### src/sv/qamm_pkg.sv
package qamm_pkg;

  // Field widths
  localparam int STICK_W = 13;
  localparam int CORR_W  = 14;
  localparam int DUTY_W  = 13;
  localparam int SUM_W   = 17;
  localparam int MOTORS  = 4;

  // Stick thresholds in Q1.12
  localparam logic [STICK_W-1:0] LOW_LIMIT          = 13'd204;
  localparam logic [STICK_W-1:0] CENTRE_MIN         = 13'd1844;
  localparam logic [STICK_W-1:0] CENTRE_MAX         = 13'd2252;
  localparam logic [STICK_W-1:0] RIGHT_MIN          = 13'd3892;
  localparam logic [STICK_W-1:0] THROTTLE_CAP_ABOVE = 13'd3276;
  localparam logic [STICK_W-1:0] THROTTLE_CAP       = 13'd3277;

  // Duty limits in Q1.12
  localparam logic [DUTY_W-1:0] DUTY_FLOOR = 13'd410;
  localparam logic [DUTY_W-1:0] DUTY_FULL  = 13'd4096;
  localparam logic [DUTY_W-1:0] IDLE_DUTY  = 13'd410;
  localparam logic [DUTY_W-1:0] DUTY_OFF   = 13'd0;

  // Frame layout register codes
  localparam logic [1:0] LAYOUT_NONE  = 2'd0;
  localparam logic [1:0] LAYOUT_CROSS = 2'd1;
  localparam logic [1:0] LAYOUT_PLUS  = 2'd2;

  // Reported arming codes
  localparam logic [1:0] ARM_CODE_IDLE     = 2'd0;
  localparam logic [1:0] ARM_CODE_LOW_LEFT = 2'd1;
  localparam logic [1:0] ARM_CODE_ARMED    = 2'd2;
  localparam logic [1:0] ARM_CODE_DISARM   = 2'd3;

  // Arming machine
  typedef enum logic [3:0] {
    ARM_IDLE     = 4'b0001,
    ARM_LOW_LEFT = 4'b0010,
    ARM_ARMED    = 4'b0100,
    ARM_DISARM   = 4'b1000
  } arm_state_t;

  typedef logic [MOTORS-1:0][DUTY_W-1:0] duties_t;

  // One control tick
  typedef struct packed {
    logic [STICK_W-1:0]       throttle_stick;
    logic [STICK_W-1:0]       yaw_stick;
    logic signed [CORR_W-1:0] pitch_correction;
    logic signed [CORR_W-1:0] roll_correction;
    logic signed [CORR_W-1:0] yaw_correction;
  } tick_t;

  // Outcome of one tick
  typedef struct packed {
    duties_t    duties;
    logic       written;
    arm_state_t arm;
  } tick_result_t;

  // Saturate a mixed sum to the duty range
  function automatic logic [DUTY_W-1:0] clamp_duty(input logic signed [SUM_W-1:0] d);
    logic [DUTY_W-1:0] res;
    if (d > $signed({4'b0, DUTY_FULL})) begin
      res = DUTY_FULL;
    end else if (d < $signed({4'b0, DUTY_FLOOR})) begin
      res = DUTY_FLOOR;
    end else begin
      res = d[DUTY_W-1:0];
    end
    return res;
  endfunction

  function automatic logic [1:0] arm_code(input arm_state_t s);
    logic [1:0] code;
    case (s)
      ARM_IDLE:     code = ARM_CODE_IDLE;
      ARM_LOW_LEFT: code = ARM_CODE_LOW_LEFT;
      ARM_ARMED:    code = ARM_CODE_ARMED;
      ARM_DISARM:   code = ARM_CODE_DISARM;
      default:      code = ARM_CODE_IDLE;
    endcase
    return code;
  endfunction

endpackage

### src/sv/qamm_tick.sv
module qamm_tick (
  input  qamm_pkg::tick_t        tick,
  input  logic [1:0]             layout,
  input  qamm_pkg::arm_state_t   arm,
  input  qamm_pkg::duties_t      duties,
  output qamm_pkg::tick_result_t result
);

  logic thr_low;
  logic yaw_low;
  logic yaw_centre;
  logic yaw_right;
  logic mix_on;
  logic signed [qamm_pkg::SUM_W-1:0] t;
  logic signed [qamm_pkg::SUM_W-1:0] p;
  logic signed [qamm_pkg::SUM_W-1:0] r;
  logic signed [qamm_pkg::SUM_W-1:0] y;
  logic signed [qamm_pkg::SUM_W-1:0] mix [qamm_pkg::MOTORS];

  // Decode stick positions
  assign thr_low    = tick.throttle_stick <= qamm_pkg::LOW_LIMIT;
  assign yaw_low    = tick.yaw_stick <= qamm_pkg::LOW_LIMIT;
  assign yaw_centre = (tick.yaw_stick >= qamm_pkg::CENTRE_MIN) &&
                      (tick.yaw_stick <= qamm_pkg::CENTRE_MAX);
  assign yaw_right  = tick.yaw_stick >= qamm_pkg::RIGHT_MIN;
  assign mix_on     = (layout == qamm_pkg::LAYOUT_CROSS) || (layout == qamm_pkg::LAYOUT_PLUS);

  // Cap throttle and widen the corrections
  assign t = (tick.throttle_stick > qamm_pkg::THROTTLE_CAP_ABOVE) ?
             $signed({4'b0, qamm_pkg::THROTTLE_CAP}) :
             $signed({4'b0, tick.throttle_stick});
  assign p = qamm_pkg::SUM_W'(tick.pitch_correction);
  assign r = qamm_pkg::SUM_W'(tick.roll_correction);
  assign y = qamm_pkg::SUM_W'(tick.yaw_correction);

  // Mix per frame layout
  always_comb begin
    if (layout == qamm_pkg::LAYOUT_CROSS) begin
      mix[0] = t - p + r - y;
      mix[1] = t + p + r + y;
      mix[2] = t + p - r - y;
      mix[3] = t - p - r + y;
    end else begin
      mix[0] = t - p - y;
      mix[1] = t + r + y;
      mix[2] = t + p - y;
      mix[3] = t - r + y;
    end
  end

  // Step the arming machine in tick order
  always_comb begin
    qamm_pkg::arm_state_t s;
    qamm_pkg::duties_t    d;
    logic                 w;
    s = arm;
    d = duties;
    w = 1'b0;
    if (thr_low && yaw_low) begin
      s = qamm_pkg::ARM_LOW_LEFT;
    end
    if (s == qamm_pkg::ARM_LOW_LEFT && thr_low && yaw_centre) begin
      s = qamm_pkg::ARM_ARMED;
      for (int i = 0; i < qamm_pkg::MOTORS; i++) d[i] = qamm_pkg::IDLE_DUTY;
      w = 1'b1;
    end
    if (s == qamm_pkg::ARM_ARMED && mix_on) begin
      for (int i = 0; i < qamm_pkg::MOTORS; i++) d[i] = qamm_pkg::clamp_duty(mix[i]);
      w = 1'b1;
    end
    if (s == qamm_pkg::ARM_ARMED && thr_low && yaw_right) begin
      s = qamm_pkg::ARM_DISARM;
    end
    if (s == qamm_pkg::ARM_DISARM && thr_low && yaw_centre) begin
      s = qamm_pkg::ARM_IDLE;
      for (int i = 0; i < qamm_pkg::MOTORS; i++) d[i] = qamm_pkg::DUTY_OFF;
      w = 1'b1;
    end
    result.duties  = d;
    result.written = w;
    result.arm     = s;
  end

endmodule

### src/sv/quad_arming_and_motor_mixer.sv
// Stick arming machine and four-motor mixer. One control tick is taken per
// clock; each produces exactly one result, passing the input register and
// then the result register, and a full tick rate is sustained as long as the
// result side keeps up. The arming state and the four held duties are
// updated as a tick moves from the input register into the result register,
// so the next tick sees them at once. frame_layout is written through the
// configuration channel, which is always ready; write it only while idle.
module quad_arming_and_motor_mixer (
  input  logic                                   clk,
  input  logic                                   rst,
  // Configuration
  input  logic                                   cfg_valid,
  output logic                                   cfg_ready,
  input  logic [1:0]                             frame_layout,
  // Tick input
  input  logic                                   in_valid,
  output logic                                   in_stall,
  input  logic [qamm_pkg::STICK_W-1:0]           throttle_stick,
  input  logic [qamm_pkg::STICK_W-1:0]           yaw_stick,
  input  logic signed [qamm_pkg::CORR_W-1:0]     pitch_correction,
  input  logic signed [qamm_pkg::CORR_W-1:0]     roll_correction,
  input  logic signed [qamm_pkg::CORR_W-1:0]     yaw_correction,
  // Result output
  output logic                                   out_valid,
  input  logic                                   out_stall,
  output logic [qamm_pkg::DUTY_W-1:0]            motor1_duty,
  output logic [qamm_pkg::DUTY_W-1:0]            motor2_duty,
  output logic [qamm_pkg::DUTY_W-1:0]            motor3_duty,
  output logic [qamm_pkg::DUTY_W-1:0]            motor4_duty,
  output logic                                   motors_written,
  output logic [1:0]                             arm_state
);

  logic                   layout;
  logic [1:0]             layout_reg;
  logic                   tick_valid;
  qamm_pkg::tick_t        tick;
  qamm_pkg::arm_state_t   arm;
  qamm_pkg::duties_t      duties;
  qamm_pkg::tick_result_t result_next;
  logic                   out_free;
  logic                   advance;

  assign layout    = cfg_valid && cfg_ready;
  assign cfg_ready = 1'b1;

  // Hold the frame layout register
  always_ff @(posedge clk) begin
    if (rst) begin
      layout_reg <= qamm_pkg::LAYOUT_CROSS;
    end else if (layout) begin
      layout_reg <= frame_layout;
    end
  end

  // Handshake: advance a tick whenever the result register is free
  assign out_free = !out_valid || !out_stall;
  assign advance  = tick_valid && out_free;
  assign in_stall = tick_valid && !out_free;

  // Capture an input transaction
  always_ff @(posedge clk) begin
    if (rst) begin
      tick_valid <= 1'b0;
    end else if (!in_stall) begin
      tick_valid <= in_valid;
    end
  end

  always_ff @(posedge clk) begin
    if (!in_stall && in_valid) begin
      tick.throttle_stick   <= throttle_stick;
      tick.yaw_stick        <= yaw_stick;
      tick.pitch_correction <= pitch_correction;
      tick.roll_correction  <= roll_correction;
      tick.yaw_correction   <= yaw_correction;
    end
  end

  qamm_tick u_tick (
    .tick   (tick),
    .layout (layout_reg),
    .arm    (arm),
    .duties (duties),
    .result (result_next)
  );

  // Update arming state and held duties as a tick retires
  always_ff @(posedge clk) begin
    if (rst) begin
      arm    <= qamm_pkg::ARM_IDLE;
      duties <= '0;
    end else if (advance) begin
      arm    <= result_next.arm;
      duties <= result_next.duties;
    end
  end

  // Drive the result register
  always_ff @(posedge clk) begin
    if (rst) begin
      out_valid <= 1'b0;
    end else if (out_free) begin
      out_valid <= tick_valid;
    end
  end

  always_ff @(posedge clk) begin
    if (advance) begin
      motor1_duty    <= result_next.duties[0];
      motor2_duty    <= result_next.duties[1];
      motor3_duty    <= result_next.duties[2];
      motor4_duty    <= result_next.duties[3];
      motors_written <= result_next.written;
      arm_state      <= qamm_pkg::arm_code(result_next.arm);
    end
  end

endmodule
### config.mk
export PLATFORM = sky130hd
export DESIGN_NAME = quad_arming_and_motor_mixer
export DESIGN_NICKNAME = d
export VERILOG_FILES = /design/src/sv/qamm_pkg.sv /design/src/sv/qamm_tick.sv /design/src/sv/quad_arming_and_motor_mixer.sv
export SDC_FILE = /design/constraint.sdc
export NUM_CORES = 1
export LEC_CHECK = 0
export ABC_CLOCK_PERIOD_IN_PS = 7600
export BUFFER_PORTS_ARGS = -buffer_cell sky130_fd_sc_hd__buf_2
export CORE_MARGIN = 2
export CORE_UTILIZATION = 57
export DETAILED_ROUTE_END_ITERATION = 6
export PLACE_DENSITY = 0.79
export SYNTH_ARGS = -nofsm -noshare
export SYNTH_HDL_FRONTEND = slang
export SYNTH_SLANG_ARGS = --single-unit
### constraint.sdc
create_clock -name clk -period 7.6 [get_ports clk]
set_clock_uncertainty 0.1 [all_clocks]
set_input_delay 0.76 -clock clk [delete_from_list [all_inputs] [get_ports clk]]
set_output_delay 0.76 -clock clk [all_outputs]
set_load 0.05 [all_outputs]
-- Word level (Yosys, flattened, before mapping)
Index checks and enable logic that the tools add are counted.
- bits in registers: 183
- latch bits: 0
- bits in writable memories: 0
- ROM bits: 0
- input bits: 75
- output and inout port bits: 58
- logic and storage cells: 95
- memories kept: 0
- add/subtract/negate cells: 16
- $mul: 0
- divide/modulo/power cells: 0
- order comparisons: 14
- eq/ne operators: 8
- shift-type cells: 0
- muxes and demuxes: 19
- bitwise logic cells: 0
- reduce and logical (&&, ||, !) cells: 19
- operators with widths (cell ; count):
    $mux 52 ; 3
    $mux 13 ; 9
    $add 17x14->17 ; 6
    $sub 17x14->17 ; 6
    $gt 17x14->1 const B ; 4
    $lt 17x10->1 const B ; 4
    $mux 68 ; 1
    $add 14x14->15 ; 2
    $sub 14x14->15 ; 2
    $le 13x8->1 const B ; 2
    $mux 4 ; 4
    $ge 13x11->1 const B ; 1
    $ge 13x12->1 const B ; 1
    $gt 13x12->1 const B ; 1
    $le 13x12->1 const B ; 1
    $logic_and 1x1->1 ; 12
    $eq 4x2->1 const B ; 2
    $eq 4x3->1 const B ; 2
    $eq 4x4->1 const B ; 2
    $pmux 2 s3 ; 1
    $logic_not 1->1 ; 4
    $eq 2x1->1 const B ; 1
    $eq 2x2->1 const B ; 1
    $logic_or 1x1->1 ; 2
    2 further kinds ; 2

-- Logic depth before layout (Yosys ltp)
Gate-level depths: netlist of run 1.
- depth in word-level cells: 17
- mapped depth: 36
- depth with buffers taken out: 33

-- Modules after synthesis
Synthesis of run 1 repeated with hierarchy kept, for this count alone.
- cells, all modules: 2002
- area total of the unflattened synthesis: 18432.7 µm²
- by module, submodules not included (module ; instances ; cells an instance ; area each (µm²)):
    qamm_tick ; 1 ; 1614 ; 12049.1
    quad_arming_and_motor_mixer ; 1 ; 388 ; 6383.6

-- Worst setup path before layout of run 1
Ideal clock, no wire load.
- path type: register -> register
- start: reg, netlist name tick[63]
- end: reg motor1_duty[2] (netlist name), data pin
- setup time: 140 ps
- data arrival time: 6984 ps
- setup slack: 376 ps
- cell stages (with the launch flop): 35
- path buffers: 3
- clock period less this slack: 7224 ps
- cells stage by stage: edfxtp_1 -> nor4bb_1 -> nand3_1 -> mux2_2 -> a21oi_1 -> clkbuf_1 -> or2_2 -> inv_1 -> ha_1 -> inv_1 -> fa_1 -> nor2b_1 -> o21ai_0 -> nand2b_1 -> inv_1 -> o31ai_1 -> a21o_1 -> o21ba_2 -> o311ai_0 -> o31ai_1 -> o41ai_1 -> xnor2_1 -> fa_1 -> clkbuf_1 -> inv_1 -> ha_1 -> nand2_1 -> o21ai_0 -> mux2_2 -> o32ai_1 -> o21ai_0 -> nor3b_1 -> buf_2 -> a22oi_1 -> nor2_1
- RTL lines (what ; line ; text):
    end signal, assigned ; quad_arming_and_motor_mixer.sv:110 ; motor1_duty <= result_next.duties[0];
    end, declared ; quad_arming_and_motor_mixer.sv:26 ; output logic [qamm_pkg::DUTY_W-1:0] motor1_duty,

==> metrics.txt, run 1 <==
status complete, no violations; detail-routed via count per cell between 6 and 7; most area-consuming cells after synthesis sky130_fd_sc_hd__edfxtp_1 (21%), sky130_fd_sc_hd__ha_1 (13%), sky130_fd_sc_hd__fa_1 (7.8%), sky130_fd_sc_hd__dfxtp_1 (6.8%), sky130_fd_sc_hd__xnor2_1 (4.0%); remaining antenna violation count after routing 0; CTS root buf sky130_fd_sc_hd__clkbuf_16; crit start category register; number of setup violations in the final report 0; slew of the pin with the lowest slew margin around 1.1 ns; synth unique cells 96; Rel. slew slack ~29%; most frequent cells in the layout sky130_fd_sc_hd__ha_1 (173), sky130_fd_sc_hd__nor2_1 (172), sky130_fd_sc_hd__inv_1 (150), sky130_fd_sc_hd__buf_2 (131), sky130_fd_sc_hd__a21oi_1 (124); share of the clock period used by the worst path after layout 96.6%; leading cell type in the layout, fill and taps excluded sky130_fd_sc_hd__ha_1; worst-case setup margin in the final layout between 0.2 and 0.3 ns; drt first-iter violations about 1800; placement-stage worst setup slack -0.122 ns; latest clock arrival within the worst-skew pair approximately 0.47 ns; total of max-cap violations 0; flip-flop count of the largest register after layout 68; Worst Path Buf+Inv 3; total leakage power 8.46 nW; Global Route met1 Usage 41.8%; Final nets ~2400; Crit-path slowest cell sky130_fd_sc_hd__or4b_1; total standard cell area after synthesis around 18000 µm²; Highest Clock Rate around 140 MHz; number of antenna violations at the first check in global routing 1; Total GRT Usage between 30% and 40%; busiest grt layer met2; GRT overflow 0; number of clock buffers inserted by TritonCTS 17; most frequently used flop master after synthesis sky130_fd_sc_hd__edfxtp_1; vias in the first global route between 15000 and 20000; GR Layer Usage met2 about half; Hold Violations, Final 0; via count 16100; share of the synthesized area in the top cell type a little over a fifth; top fanout value on the critical path 13; number of detailed-route iterations in the first pass 5; peak per-stage delay on the critical path 0.48 ns; Die Ht roughly 180 µm; starting density of the core between 50% and 60%; # H-tree levels 4; number of buffers inserted by port buffering approximately 130; class of the most critical hold timing path register to register; post-layout power roughly 5.4 mW; post-synthesis sequential element count 183; power density normalized to cell area around 270 nW/µm²; diode count 0; core outline area between 30000 and 40000 µm²; register containing the most flip-flops in the final layout tick; Synth Area per Inst 9.11 µm²; biggest area consumer among synthesized cells sky130_fd_sc_hd__edfxtp_1; hold buffer count at CTS 0; global-route wire length before repair around 80000 µm; post-synthesis async set-or-reset flop share 0%; signed area change from the synthesized netlist to the final layout 13.0%; Layout fillers 2514; fraction of layout instances using a drive strength above 1 15.5%; crit path DAT ~7.5 ns; Top Ports roughly 130; shortest clock period the worst path allows after layout 7.34 ns; largest net degree at the start of global routing 69; number of rows in the core area 64; average detailed-routed wire length per instance between 20 and 25 µm; routability congestion estimate from global placement 1.02; clock-pin transition on the worst setup and hold timing paths ~0.08 ns; overall die area 32400 µm²; registers with the most flip-flops tick: 68 flops, duties: 52 flops; maximum VDD drop approximately 0.23 mV; kind of end point of the critical path register; count of flip-flops with a built-in enable after synthesis around 120; max-slew violation total from the final report 0; TritonCTS clock tree yes; count of synthesis-stage warnings from yosys 0; Detailed Route WL around 52000 µm; data required time at the worst endpoint 7.71 ns; Crit path max-delay family compound AO/OA/AOI/OAI gates; DP HPWL just over 40000 µm; clock sinks between 150 and 200; CTS max path bufs 2; met3 Resource Use GR under 10%; Post-Syn Instances approximately 1900; horizontal extent of the die around 180 µm; unrepaired setup endpoints after global routing true; category of the most critical setup path register to register; count of unresolved DRC violations after routing 0; share of the yosys chip area belonging to registers roughly 28%
metal layers:
layer	vias up	part of all wire (%)
met5	-	0.023
met4	2	3.8
met3	109	9.3
met2	759	45
met1	7740	42
li1	7483	-
synth_stat cells (27+ instances only):
cell type,instances
sky130_fd_sc_hd__a21oi_1,130
sky130_fd_sc_hd__edfxtp_1,123
sky130_fd_sc_hd__ha_1,178
sky130_fd_sc_hd__nor2b_1,27
sky130_fd_sc_hd__dfxtp_1,60
sky130_fd_sc_hd__o21bai_1,27
sky130_fd_sc_hd__nor2_1,177
sky130_fd_sc_hd__o21ai_0,106
sky130_fd_sc_hd__inv_1,150
sky130_fd_sc_hd__nand2b_1,39
sky130_fd_sc_hd__xor2_1,39
sky130_fd_sc_hd__xnor2_1,80
sky130_fd_sc_hd__clkbuf_1,37
sky130_fd_sc_hd__a21o_1,40
sky130_fd_sc_hd__fa_1,69
sky130_fd_sc_hd__nand2_1,96
sky130_fd_sc_hd__nor3_1,58
worst min-delay path, cell delays in order (launching register included):
cell and delay (ns):
sky130_fd_sc_hd__dfxtp_1 0.32, sky130_fd_sc_hd__nand2_1 0.05, sky130_fd_sc_hd__a21oi_1 0.05
area by class of cell:
class / instances / area (µm²) / area share, %
clock buffer: 17 / 425 / 2.13
clock inverter: 15 / 175 / 0.877
inverter: 152 / 571 / 2.86
multi-input combinational: 1551 / 12300 / 61.6
sequential: 183 / 4890 / 24.5
tap: 396 / 495 / 2.48
timing repair buffer: 189 / 1110 / 5.56
what timing repair did:
item,4_1_cts,5_1_grt
endpoints found under the setup margin,30,104
cloned,0,1
buffers inserted,0,8
resized for setup,5,68
pin swaps,1,13
final timing paths:
check / end / slack, ns / cells past startpoint / start
min reg2reg: duties[31] / 0.36 / 2 / duties[31]
min: duties[31] / 0.36 / 2 / duties[31]
max reg2reg: motor2_duty[9] / 0.26 / 31 / tick[63]
max: motor2_duty[9] / 0.26 / 31 / tick[63]
power by group:
group / switching, mW / leakage [nW] / internal (mW) / total, mW
combinational: 2.05 / 6.48 / 1.29 / 3.34
clock: 0.448 / 0.291 / 0.472 / 0.921
sequential: 0.0377 / 1.69 / 1.10 / 1.13
total: 2.54 / 8.46 / 2.86 / 5.39
through the flow:
| step | cell area (µm²) | cells | TNS, ns | utilization, % | hold WS [ns] |
|---|---|---|---|---|---|
| floorplan | 17700 | 1943 | 0 | - | 0.325 |
| global placement | 19000 | 2462 | 0 | 62.0 | 0.336 |
| detailed placement | 19000 | 2462 | -0.617 | 62.0 | 0.347 |
| CTS | 19600 | 2494 | 0 | 64.1 | 0.342 |
| global route | 20000 | 2503 | -0.538 | 65.3 | 0.344 |
| finish | 20000 | 2503 | 0 | 65.3 | 0.358 |
cell families (layout without fill, tap and decap cells):
| group | after synthesis | after routing | synth area share, % |
|---|---|---|---|
| xor+xnor | 122 | 122 | 6.24 |
| fa+ha+maj | 248 | 248 | 20.5 |
| flops | 183 | 183 | 27.7 |
| mux | 21 | 21 | 1.30 |
| buf+inv | 209 | 373 | 4.58 |
| other cells | 2 | 5 | 0.0425 |
| simple gates | 548 | 548 | 15.5 |
| compound gates | 607 | 607 | 24.2 |
Power figures use the tool's default switching activity.
==> run 2: changes to the inputs <==
--- a/config.mk
+++ b/config.mk
@@ -7,10 +7,12 @@
 export LEC_CHECK = 0
 export ABC_CLOCK_PERIOD_IN_PS = 7600
 export BUFFER_PORTS_ARGS = -buffer_cell sky130_fd_sc_hd__buf_2
+export CELL_PAD_IN_SITES_DETAIL_PLACEMENT = 1
+export CELL_PAD_IN_SITES_GLOBAL_PLACEMENT = 1
 export CORE_MARGIN = 2
-export CORE_UTILIZATION = 57
+export CORE_UTILIZATION = 40
 export DETAILED_ROUTE_END_ITERATION = 6
-export PLACE_DENSITY = 0.79
+export PLACE_DENSITY = 0.73
 export SYNTH_ARGS = -nofsm -noshare
 export SYNTH_HDL_FRONTEND = slang
 export SYNTH_SLANG_ARGS = --single-unit
==> metrics.txt, run 2 (same netlist as run 1, synthesis figures left out) <==
CTS max path bufs 2 (unchanged); number of detailed-route iterations in the first pass 5 (unchanged); Die Ht 214 µm (was 180 µm); worst setup slack for register-to-register paths 0.34 ns (was 0.26 ns); Total GRT Usage 26.1% (was 31.4%); via count 15900 (was 16100); depth of the most critical reg-to-reg path 31 (unchanged); kind of end point of the critical path register (unchanged); most frequent cells in the layout sky130_fd_sc_hd__ha_1 (172), sky130_fd_sc_hd__nor2_1 (171), sky130_fd_sc_hd__inv_1 (149), sky130_fd_sc_hd__buf_2 (131) (was sky130_fd_sc_hd__ha_1 (173), sky130_fd_sc_hd__nor2_1 (172), sky130_fd_sc_hd__inv_1 (150), sky130_fd_sc_hd__buf_2 (131), sky130_fd_sc_hd__a21oi_1 (124)); fraction of layout instances using a drive strength above 1 15.8% (was 15.5%); maximum VDD drop 0.202 mV (was 0.225 mV); shortest clock period the worst path allows after layout 7.26 ns (was 7.34 ns); hold path cells 1 (was 2); remaining antenna violation count after routing 0 (unchanged); registers with the most flip-flops tick: 68 flops, duties: 52 flops (unchanged); Top Ports 133 (unchanged); status complete, no violations (unchanged); diode count 0 (unchanged); overall die area 45900 µm² (was 32400 µm²); horizontal extent of the die 214 µm (was 180 µm); core outline area 43900 µm² (was 30600 µm²); crit start category register (unchanged); Highest Clock Rate 138 MHz (was 136 MHz); Switch Pwr 2.62 mW (was 2.54 mW); worst reg2reg endpoint motor4_duty[4] (was motor2_duty[9]); Final nets 2422 (was 2416); CTS root buf sky130_fd_sc_hd__clkbuf_16 (unchanged); non-filler instance count after layout 2705 (was 2503); sequential cell fraction of total power 20.5% (was 21.0%); class of the most critical hold timing path primary input to register (was register to register); end point of the worst hold path tick[54] (was duties[31]); latest clock arrival within the worst-skew pair 0.50 ns (was 0.47 ns); Rel. slew slack 28.5% (was 28.8%); clock sinks 183 (unchanged); routability congestion estimate from global placement 0.953 (was 1.02); Detailed Route WL 60300 µm (was 52100 µm); drt first-iter violations 1124 (was 1821); switching share of power 47.2% (was 47.0%); leading cell type in the layout, fill and taps excluded sky130_fd_sc_hd__ha_1 (unchanged); category of the most critical setup path register to register (unchanged); Internal Pwr Total 2.93 mW (was 2.86 mW); Hold Violations, Final 0 (unchanged); Clk pwr share 17.7% (was 17.1%); register containing the most flip-flops in the final layout tick (unchanged); vias in the first global route 16400 (was 15200); data required time at the worst endpoint 7.88 ns (was 7.71 ns); startpoint of the most critical register-to-register path tick[60] (was tick[63]); signed area change from the synthesized netlist to the final layout 14.5% (was 13.0%); max-slew violation total from the final report 0 (unchanged); TritonCTS clock tree yes (unchanged); clock-pin transition on the worst setup and hold timing paths 0.08 ns (about the same); Comb power frac 61.8% (was 61.9%); number of clock buffers inserted by TritonCTS 17 (unchanged); number of setup violations in the final report 0 (unchanged); DP HPWL 49100 µm (was 41600 µm); number of antenna violations at the first check in global routing 0 (was 1); number of buffers inserted by port buffering 131 (unchanged); flip-flop count of the largest register after layout 68 (unchanged); hold buffer count at CTS 0 (unchanged); global-route wire length before repair 92600 µm (was 80200 µm); top fanout value on the critical path 5 (was 13); detail-routed via count per cell 5.89 (was 6.43); critical path launch point tick[60] (was tick[63]); crit path DAT 7.54 ns (was 7.46 ns); final design instance area without fill 20200 µm² (was 20000 µm²); starting density of the core 40.2% (was 57.8%); average detailed-routed wire length per instance 22.3 µm (was 20.8 µm); largest net degree at the start of global routing 68 (was 69); GRT overflow 0 (unchanged); cell area reported after detailed placement 19300 µm² (was 19000 µm²); share of the clock period used by the worst path after layout 95.6% (was 96.6%); total of max-cap violations 0 (unchanged); post-layout power 5.55 mW (was 5.39 mW); total leakage power 8.48 nW (was 8.46 nW); final cell utilization of the core 46.1% (was 65.3%); number of rows in the core area 77 (was 64); # H-tree levels 4 (unchanged); critical hold path startpoint yaw_stick[12] (was duties[31]); instance count after placement with tap cells included 2662 (was 2462); count of unresolved DRC violations after routing 0 (unchanged); power density normalized to cell area 274 nW/µm² (was 270 nW/µm²); slew of the pin with the lowest slew margin 1.07 ns (was 1.06 ns); Crit-path slowest cell sky130_fd_sc_hd__fa_2 (was sky130_fd_sc_hd__or4b_1); peak per-stage delay on the critical path 0.51 ns (was 0.48 ns)
-- run 2: worst max-delay path by stage --
stage	cells past startpoint	to	slack (ns)
3_5_place_dp	28	motor3_duty[2]	-0.19
2_1_floorplan	34	motor1_duty[2]	0.38
4_1_cts	30	motor2_duty[1]	0.004
6_report	31	motor4_duty[4]	0.34
5_1_grt	33	duties[43]	-0.07
3_3_place_gp	28	motor3_duty[2]	0.12
-- run 2: power groups by stage --
stage | registers [mW] | logic [mW] | clock network (mW)
global route | 1.14 | 3.71 | 1.04
floorplan | 1.18 | 2.17 | 0
finish | 1.14 | 3.43 | 0.983
CTS | 1.14 | 3.27 | 1.01
global placement | 1.16 | 3.14 | 0
detailed placement | 1.16 | 3.24 | 0
-- run 2: through the flow --
stage / setup WS [ns] / setup TNS, ns / hold slack, ns
detailed placement: -0.191 / -2.57 / 0.342
global placement: 0.120 / 0 / 0.337
finish: 0.336 / 0 / 0.323
floorplan: 0.376 / 0 / 0.325
global route: -0.0681 / -0.897 / 0.303
CTS: 0.00395 / 0 / 0.288
-- run 2: per-layer routing --
layer | up-vias | global-route usage, % | part of all wire (%)
met1 | 7966 | 34.5 | 46
met4 | 0 | 9.95 | 3.5
li1 | 7481 | - | -
met5 | - | 0 | 0
met3 | 91 | 4.55 | 4.9
met2 | 398 | 42.7 | 46
-- run 2: timing repair --
action | CTS | global route
resized for setup | 5 | 59
endpoints found under the setup margin | 40 | 104
pin swaps | 1 | 12
buffers inserted | 0 | 11
-- run 2: final cells by class --
cell class	count	area [µm²]
clock buffers	17	425
clock inverters	15	203
fillers	5153	23700
inverters	152	571
multi-input cells	1551	12300
flip-flops and latches	183	4890
well taps	592	741
repair buffers	195	1150
-- run 2: worst max-delay path: cells and delay by family, from the launching register on --
family / cells / cell delay (ns)
AO/OA/AOI/OAI: 15 / 2.88
AND/OR/NAND/NOR: 7 / 1.66
adder cells (fa/ha/maj): 4 / 1.37
buffers and inverters: 4 / 0.45
flip-flops: 1 / 0.42
multiplexers: 1 / 0.28
==> run 3: changes to the inputs <==
--- a/config.mk
+++ b/config.mk
@@ -5,14 +5,15 @@
 export SDC_FILE = /design/constraint.sdc
 export NUM_CORES = 1
 export LEC_CHECK = 0
+export ABC_AREA = 1
 export ABC_CLOCK_PERIOD_IN_PS = 7600
 export BUFFER_PORTS_ARGS = -buffer_cell sky130_fd_sc_hd__buf_2
 export CELL_PAD_IN_SITES_DETAIL_PLACEMENT = 1
 export CELL_PAD_IN_SITES_GLOBAL_PLACEMENT = 1
 export CORE_MARGIN = 2
-export CORE_UTILIZATION = 40
+export CORE_UTILIZATION = 42
 export DETAILED_ROUTE_END_ITERATION = 6
-export PLACE_DENSITY = 0.73
+export PLACE_DENSITY = 0.79
 export SYNTH_ARGS = -nofsm -noshare
 export SYNTH_HDL_FRONTEND = slang
 export SYNTH_SLANG_ARGS = --single-unit
==> metrics.txt, run 3 <==
status complete, no violations (unchanged); unrepaired setup endpoints after global routing true; average detailed-routed wire length per instance 20.0 µm (was 22.3 µm); number of clock buffers inserted by TritonCTS 17 (unchanged); biggest area consumer among synthesized cells sky130_fd_sc_hd__edfxtp_1 (unchanged); share of the yosys chip area belonging to registers 26.9% (was 27.7%); DP HPWL 51800 µm (was 49100 µm); worst-case setup margin in the final layout 0.370 ns (was 0.336 ns); category of the most critical setup path register to register (unchanged); max-slew violation total from the final report 0 (unchanged); slew of the pin with the lowest slew margin 1.14 ns (was 1.07 ns); depth of the most critical reg-to-reg path 47 (was 31); fraction of layout instances using a drive strength above 1 12.9% (was 15.8%); overall die area 45000 µm² (was 45900 µm²); CTS root buf sky130_fd_sc_hd__clkbuf_16 (unchanged); core outline area 42900 µm² (was 43900 µm²); top fanout value on the critical path 8 (was 5); class of the most critical hold timing path primary input to register (unchanged); horizontal extent of the die 212 µm (was 214 µm); post-synthesis sequential element count 183 (unchanged); capture point of the worst path motor1_duty[6] (was motor4_duty[4]); crit-path most repeated cell sky130_fd_sc_hd__nor2_1; power density normalized to cell area 272 nW/µm² (was 274 nW/µm²); hold path cells 1 (unchanged); diode count 0 (unchanged); share of the synthesized area in the top cell type 20.3% (was 20.9%); count of unresolved DRC violations after routing 0 (unchanged); most area-consuming cells after synthesis sky130_fd_sc_hd__edfxtp_1 (20%), sky130_fd_sc_hd__ha_1 (12%), sky130_fd_sc_hd__nand2_1 (12%), sky130_fd_sc_hd__inv_1 (8.9%), sky130_fd_sc_hd__fa_1 (7.6%) (was sky130_fd_sc_hd__edfxtp_1 (21%), sky130_fd_sc_hd__ha_1 (13%), sky130_fd_sc_hd__fa_1 (7.8%), sky130_fd_sc_hd__dfxtp_1 (6.8%), sky130_fd_sc_hd__xnor2_1 (4.0%)); number of logic stages on the critical path including buffering 47 (was 31); latest clock arrival within the worst-skew pair 0.49 ns (was 0.50 ns); largest net degree at the start of global routing 103 (was 68); final design instance area without fill 20400 µm² (was 20200 µm²); Detailed Route WL 64200 µm (was 60300 µm); peak per-stage delay on the critical path 0.61 ns (was 0.51 ns); kind of end point of the critical path register (unchanged); Post-Syn Instances 2487 (was 1940); number of rows in the core area 76 (was 77); Die Ht 212 µm (was 214 µm); flip-flop count of the largest register after layout 68 (unchanged); Synth top cells by count sky130_fd_sc_hd__nand2_1 (558), sky130_fd_sc_hd__inv_1 (433), sky130_fd_sc_hd__a21oi_1 (203) (was sky130_fd_sc_hd__ha_1 (178), sky130_fd_sc_hd__nor2_1 (177), sky130_fd_sc_hd__inv_1 (150)); Top Ports 133 (unchanged); total standard cell area after synthesis 18200 µm² (was 17700 µm²); data required time at the worst endpoint 7.75 ns (was 7.88 ns); Highest Clock Rate 138 MHz (about the same); worst reg2reg endpoint motor1_duty[6] (was motor4_duty[4]); crit start category register (unchanged); maximum VDD drop 0.175 mV (was 0.202 mV); crit path DAT 7.38 ns (was 7.54 ns); number of detailed-route iterations in the first pass 6 (was 5); Synth Area per Inst 7.31 µm² (was 9.11 µm²); hold buffer count at CTS 0 (unchanged); placement-stage worst setup slack -0.0897 ns (was -0.191 ns); Rel. slew slack 24.0% (was 28.5%); post-synthesis async set-or-reset flop share 0% (unchanged); final cell utilization of the core 47.5% (was 46.1%); vias in the first global route 17900 (was 16400); count of flip-flops with a built-in enable after synthesis 123 (unchanged); clock-pin transition on the worst setup and hold timing paths 0.07 ns (was 0.08 ns); number of antenna violations at the first check in global routing 0 (unchanged); most frequently used flop master after synthesis sky130_fd_sc_hd__edfxtp_1 (unchanged); drt first-iter violations 981 (was 1124); # H-tree levels 4 (unchanged); register containing the most flip-flops in the final layout tick (unchanged); number of buffers inserted by port buffering 131 (unchanged); GRT overflow 0 (unchanged); worst setup slack for register-to-register paths 0.37 ns (was 0.34 ns); leading cell type in the layout, fill and taps excluded sky130_fd_sc_hd__nand2_1 (was sky130_fd_sc_hd__ha_1); total leakage power 10.3 nW (was 8.48 nW); startpoint of the most critical register-to-register path tick[63] (was tick[60]); count of synthesis-stage warnings from yosys 0 (unchanged); Total GRT Usage 29.1% (was 26.1%); setup_tns 0 ns (unchanged); shortest clock period the worst path allows after layout 7.23 ns (was 7.26 ns); registers with the most flip-flops tick: 68 flops, duties: 52 flops (unchanged); total of max-cap violations 0 (unchanged); most frequent cells in the layout sky130_fd_sc_hd__nand2_1 (547), sky130_fd_sc_hd__inv_1 (428), sky130_fd_sc_hd__a21oi_1 (196), sky130_fd_sc_hd__ha_1 (174) (was sky130_fd_sc_hd__ha_1 (172), sky130_fd_sc_hd__nor2_1 (171), sky130_fd_sc_hd__inv_1 (149), sky130_fd_sc_hd__buf_2 (131)); synth unique cells 63 (was 96); critical path launch point tick[63] (was tick[60]); signed area change from the synthesized netlist to the final layout 11.9% (was 14.5%); global-route wire length before repair 100000 µm (was 92600 µm); starting density of the core 42.4% (was 40.2%); cell area reported after detailed placement 19500 µm² (was 19300 µm²); top-count cell post-synth sky130_fd_sc_hd__nand2_1 (was sky130_fd_sc_hd__ha_1); via count 17300 (was 15900); Crit-path slowest cell sky130_fd_sc_hd__fa_2 (unchanged); Crit path max-delay family simple AND/OR/NAND/NOR gates (was compound AO/OA/AOI/OAI gates); CTS max path bufs 2 (unchanged); number of setup violations in the final report 0 (unchanged); Worst Path Buf+Inv 8 (was 4); remaining antenna violation count after routing 0 (unchanged); clock sinks 183 (unchanged); TritonCTS clock tree yes (unchanged); Hold Violations, Final 0 (unchanged); share of the clock period used by the worst path after layout 95.1% (was 95.6%); routability congestion estimate from global placement 0.967 (was 0.953); Final nets 2929 (was 2422); detail-routed via count per cell 5.39 (was 5.89)
## run 3: changes by cell type after synthesis, sizes merged, moves of 24 or more
cell,change
a21o,-36
a21oi,+84
a32o,-25
inv,+290
nand2,+480
nand2b,-39
nand3,+118
nor2b,-27
nor3,-29
o21a,-24
o21ai,+68
xnor2,-63
xor2,+29
## run 3: worst min path at each step
stage | start | end | slack, ns
finish | roll_correction[1] | tick[15] | 0.34
global route | pitch_correction[8] | tick[36] | 0.31
CTS | pitch_correction[11] | tick[39] | 0.30
detailed placement | layout_reg[1] | layout_reg[1] | 0.36
global placement | layout_reg[1] | layout_reg[1] | 0.36
floorplan | layout_reg[1] | layout_reg[1] | 0.33
## run 3: layout make-up
cell class	count	area, µm²
multi-input combinational	1804	11600
sequential	183	4890
inverter	442	1660
clock buffer	20	447
tap	585	732
clock inverter	12	97.6
fill	5485	22500
timing repair buffer	159	873
## run 3: cells by family after synthesis
logic type               synth area share [%]
AND/OR/NAND/NOR                          23.1
buffers and inverters                    10.6
AO/OA/AOI/OAI                            15.3
adder cells (fa/ha/maj)                  19.8
flip-flops                               26.9
XOR/XNOR                                 4.14
other                                  0.0413
## run 3: report_power, final
group	internal [mW]	total, mW	switching [mW]
logic	1.14	3.49	2.36
registers	1.13	1.18	0.0508
clock network	0.432	0.867	0.435
## run 3: layer usage
layer  up-vias  GRT usage, %  wire (µm)
met3        81          3.69       2450
li1       8325             -          -
met1      8499          39.0      29700
met4         0          8.26       1580
met2       363          49.3      30500
met5         -             0          0
## run 3: stage by stage
stage          power [mW]  hold slack (ns)  instances
2_1_floorplan        3.49            0.333       2490
3_3_place_gp         4.42            0.358       3160
3_5_place_dp         4.51            0.363       3160
4_1_cts              5.41            0.295       3192
5_1_grt              5.98            0.312       3205
6_report             5.54            0.339       3205
## run 3: what timing repair did
item,4_1_cts,5_1_grt
gates cloned,0,2
gates resized for setup,2,68
pin swaps,0,13
endpoints found under the setup margin,48,104
setup buffers,0,11
